**src/rtl/sgi_fifo.sv**
```systemverilog
// Small first-in first-out queue.
`default_nettype none
module sgi_fifo #(
  parameter int Width = 8,
  parameter int Depth = 4
) (
  input  logic             clk_i,
  input  logic             rst_ni,
  input  logic             push_i,
  input  logic [Width-1:0] data_i,
  output logic             full_o,
  input  logic             pop_i,
  output logic [Width-1:0] data_o,
  output logic             empty_o
);
  localparam int PtrW = (Depth > 1) ? $clog2(Depth) : 1;
  localparam int CntW = $clog2(Depth + 1);

  logic [Width-1:0] mem [Depth];
  logic [PtrW-1:0]  wr_q, rd_q;
  logic [CntW-1:0]  cnt_q;
  logic             do_push, do_pop;

  assign full_o  = (cnt_q == CntW'(Depth));
  assign empty_o = (cnt_q == '0);
  assign do_push = push_i && !full_o;
  assign do_pop  = pop_i && !empty_o;
  assign data_o  = mem[rd_q];

  always_ff @(posedge clk_i) begin
    if (do_push) begin
      mem[wr_q] <= data_i;
    end
  end

  always_ff @(posedge clk_i or negedge rst_ni) begin
    if (!rst_ni) begin
      wr_q  <= '0;
      rd_q  <= '0;
      cnt_q <= '0;
    end else begin
      if (do_push) begin
        wr_q <= (wr_q == PtrW'(Depth - 1)) ? '0 : wr_q + 1'b1;
      end
      if (do_pop) begin
        rd_q <= (rd_q == PtrW'(Depth - 1)) ? '0 : rd_q + 1'b1;
      end
      case ({do_push, do_pop})
        2'b10:   cnt_q <= cnt_q + 1'b1;
        2'b01:   cnt_q <= cnt_q - 1'b1;
        default: cnt_q <= cnt_q;
      endcase
    end
  end
endmodule
`default_nettype wire

```
**config.mk**
```make
export PLATFORM = sky130hd
export DESIGN_NAME = sgi_fifo
export DESIGN_NICKNAME = d
export VERILOG_FILES = /design/src/rtl/sgi_fifo.sv
export SDC_FILE = /design/constraint.sdc
export NUM_CORES = 1
export LEC_CHECK = 0
export BUFFER_PORTS_ARGS = -buffer_cell sky130_fd_sc_hd__buf_4
export CAP_MARGIN = 15
export CORE_MARGIN = 2
export CORE_UTILIZATION = 45
export CTS_CLUSTER_DIAMETER = 30
export CTS_CLUSTER_SIZE = 30
export DETAILED_ROUTE_END_ITERATION = 8
export PLACE_DENSITY = 0.64
export REMOVE_ABC_BUFFERS = 1
export SYNTH_ARGS = -nofsm -noshare
export SYNTH_HDL_FRONTEND = slang
export SYNTH_SLANG_ARGS = --single-unit
```
**constraint.sdc**
```tcl
create_clock -name clk_i -period 2.4 [get_ports clk_i]
set_input_delay 0.48 -clock clk_i [delete_from_list [all_inputs] [get_ports clk_i]]
set_output_delay 0.48 -clock clk_i [all_outputs]
set_load 0.02 [all_outputs]
```
==> run summary <==
Nets = 129
CTS Sinks = 39
First-pass GRT wire length = 4150 um
Post-CTS setup buffers = 0
Internal = 1.48 mW
Gpl congestion = 0.735
Row cnt = 21
RSZ-0062 raised after global routing = false
Vias per inst = 4.96
Total GRT Usage = 14.6%
Synth Instances = 83
Share of cells above drive strength 1 = 41.4%
Status = complete, no violations
Clk_lat worst skew = 0.34 ns
Reg2reg path depth = 9
Crit path DAT = 2.45 ns
Tcrit/Tclk final = 90.9%
CP Launch Type = flip-flop
Htree depth = 2
Slew Viols, Final = 0
FF+latch area = 1140 um^2
Max_slew headroom = 70.2%
Worst clock skew = 0.00918 ns
Root Driver = clkbuf_4
Starting density of the core = 47.5%
Largest cells by area after synthesis = edfxtp_1 60%, mux4_2 11%, dfrtp_1 11%
Overflow after GRT = 0
Critical Path RT = 2.67 ns
IO buf count = 21
Vias in the first global route = 846
Die width = 63.8 um
Multi-input logic area = 437 um^2
Yosys warns = 0
#FFs+latches synth = 39
Power share of the clock group = 14.0%
Antenna diodes = 0
Detailed Route WL = 2480 um
Register area share after synthesis = 70.5%
Min cycle time layout = 2.18 ns
CTS max path bufs = 2
Pwr Total = 2.22 mW
Routed WL per cell = 15.8 um
Met2 WL = 1240 um
# fillers = 278
Final std cells w/o fill = 157
Gate power share = 38.1%
Synth unique cells = 19
IO Pins = 22
Met3 wire length = 87 um
Share of the synthesized area in the top cell type = 59.6%
Worst Setup Path Type = flip-flop to flip-flop
Synthesis-to-finish area growth = 16.6%
Max Cap Viol = 0
Die height = 63.8 um
Worst vdd ir = 468 uV
CP endpoint kind = flip-flop
Mapped Area = 1610 um^2
Leak pwr = 0.738 nW
Metal-1 WL = 1100 um
Cell Pwr Density = 1180 nW/um^2
Setup TNS Final = 0 ns
CTS tree = done
Fin. Hold Viols = 0
Sw power = 0.742 mW
Via count = 779
Post-route cell area = 1880 um^2
Max layer used = met4
Endpoints failing setup = 0
F_max = 459 MHz
Antenna violations before repair = 0
1st-pass router iterations = 4
Worst setup margin = 0.219 ns
Post-Place Cells = 148
Dpl cell area = 1820 um^2
Final antenna-violating net count = 0
CTS Buf Count = 5
Core Box Area = 3390 um^2
Mean Syn Cell Area = 19.4 um^2
Starting DRC count in detailed routing = 20
Hold Path Class = primary input to flip-flop
Sw frac = 33.4%
Flop pwr share = 47.9%
Largest net degree at the start of global routing = 12
Largest area contributor in the netlist = edfxtp_1
Crit path max fanout = 6
Dpl hpwl = 1690 um
Pre-CTS setup slack = 0.238 ns
Least-Margin Pin Slew = 0.447 ns
DR DRC count = 0
Die area = 4080 um^2
Clk pin slew, worst setup/hold paths = 0.11 ns
WHS Path Cells = 1
worst max-delay path, stage by stage (launching register included):
cell and delay [ns]:
dfrtp_1 0.44, or3b_4 0.44, and2_4 0.19, inv_1 0.06
ha_1 0.17, inv_1 0.06, fa_1 0.37, xor2_1 0.15
nor2_1 0.11, xor2_1 0.15
power by group through the flow:
stage | registers (mW) | clock network (mW) | logic [mW]
floorplan | 1.03 | 0 | 0.602
global placement | 1.08 | 0 | 0.847
detailed placement | 1.08 | 0 | 0.865
CTS | 1.07 | 0.321 | 0.864
global route | 1.10 | 0.351 | 0.933
finish | 1.06 | 0.311 | 0.847
path summary, 6_finish.rpt:
check                      startpoint   endpoint  slack [ns]
setup reg to reg             cnt_q[0]   cnt_q[2]        0.22
setup / recovery             cnt_q[0]   cnt_q[2]        0.22
hold reg to reg              cnt_q[2]   cnt_q[2]        0.50
min in group asynchronous      rst_ni    rd_q[0]        0.49
max in group asynchronous      rst_ni    rd_q[0]        1.78
hold / removal              data_i[0]  mem[0][0]        0.34
sequential cells by signal, summed over array words and instances, names as in the netlist:
name	count
cnt_q	3
mem	32
rd_q	2
wr_q	2
cell usage in the layout, fill, tap and decap left out, drive strengths merged:
master	synthesis	final
mux2i	1	1
xnor2	1	1
dfrtp	7	7
nand2b	1	1
nor2	3	3
inv	8	8
clkbuf	0	7
xor2	2	2
dlygate4sd3	0	1
buf	2	21
and2	1	1
mux4	8	8
clkinv	0	1
edfxtp	32	32
or3b	1	1
nor3	1	1
ha	6	6
mux2	4	4
fa	1	1
and3	4	4
layer usage:
metal  up-vias  GRT usage [%]
met5         -              0
met1       392           18.5
met2        15           22.8
met3         5           4.93
li1        367              -
met4         0           6.52
area by class of cell:
class                      instances  area share (%)
clock buffer                       7            2.40
clock inverter                     1           0.266
inverter                           8            1.60
multi-input combinational         34            23.2
sequential                        39            60.5
tap                               46            3.06
timing repair buffer              22            8.92
metrics by stage:
step	util (%)	hold slack [ns]
after global routing	55.4	0.319
after CTS	55.4	0.329
after detailed placement	53.6	0.302
after floorplan	-	0.184
final	55.4	0.339
after global placement	53.6	0.298
logic make-up after synthesis:
| group | after synthesis | synth area share [%] |
|---|---|---|
| DFF | 39 | 70.5 |
| xor gates and xnor gates | 3 | 1.63 |
| and+or+nand+nor | 11 | 4.50 |
| muxes | 13 | 15.1 |
| buffers and inverters | 10 | 2.41 |
| adders and majority gates | 7 | 5.90 |
synthesized netlist by cell type:
library cell  count
and2_4            1
and3_2            4
buf_1             1
buf_2             1
dfrtp_1           7
edfxtp_1         32
fa_1              1
ha_1              6
inv_1             8
mux2_2            2
mux2_4            2
mux2i_1           1
mux4_2            8
nand2b_1          1
nor2_1            3
nor3_1            1
or3b_4            1
xnor2_1           1
xor2_1            2
timing repair:
action | in CTS | in global routing
endpoints found under the setup margin | 0 | 8
endpoints found under the hold margin | 7 | 0
gates resized for setup | 0 | 1
hold buffers | 1 | 0
Power figures use the tool's default switching activity.
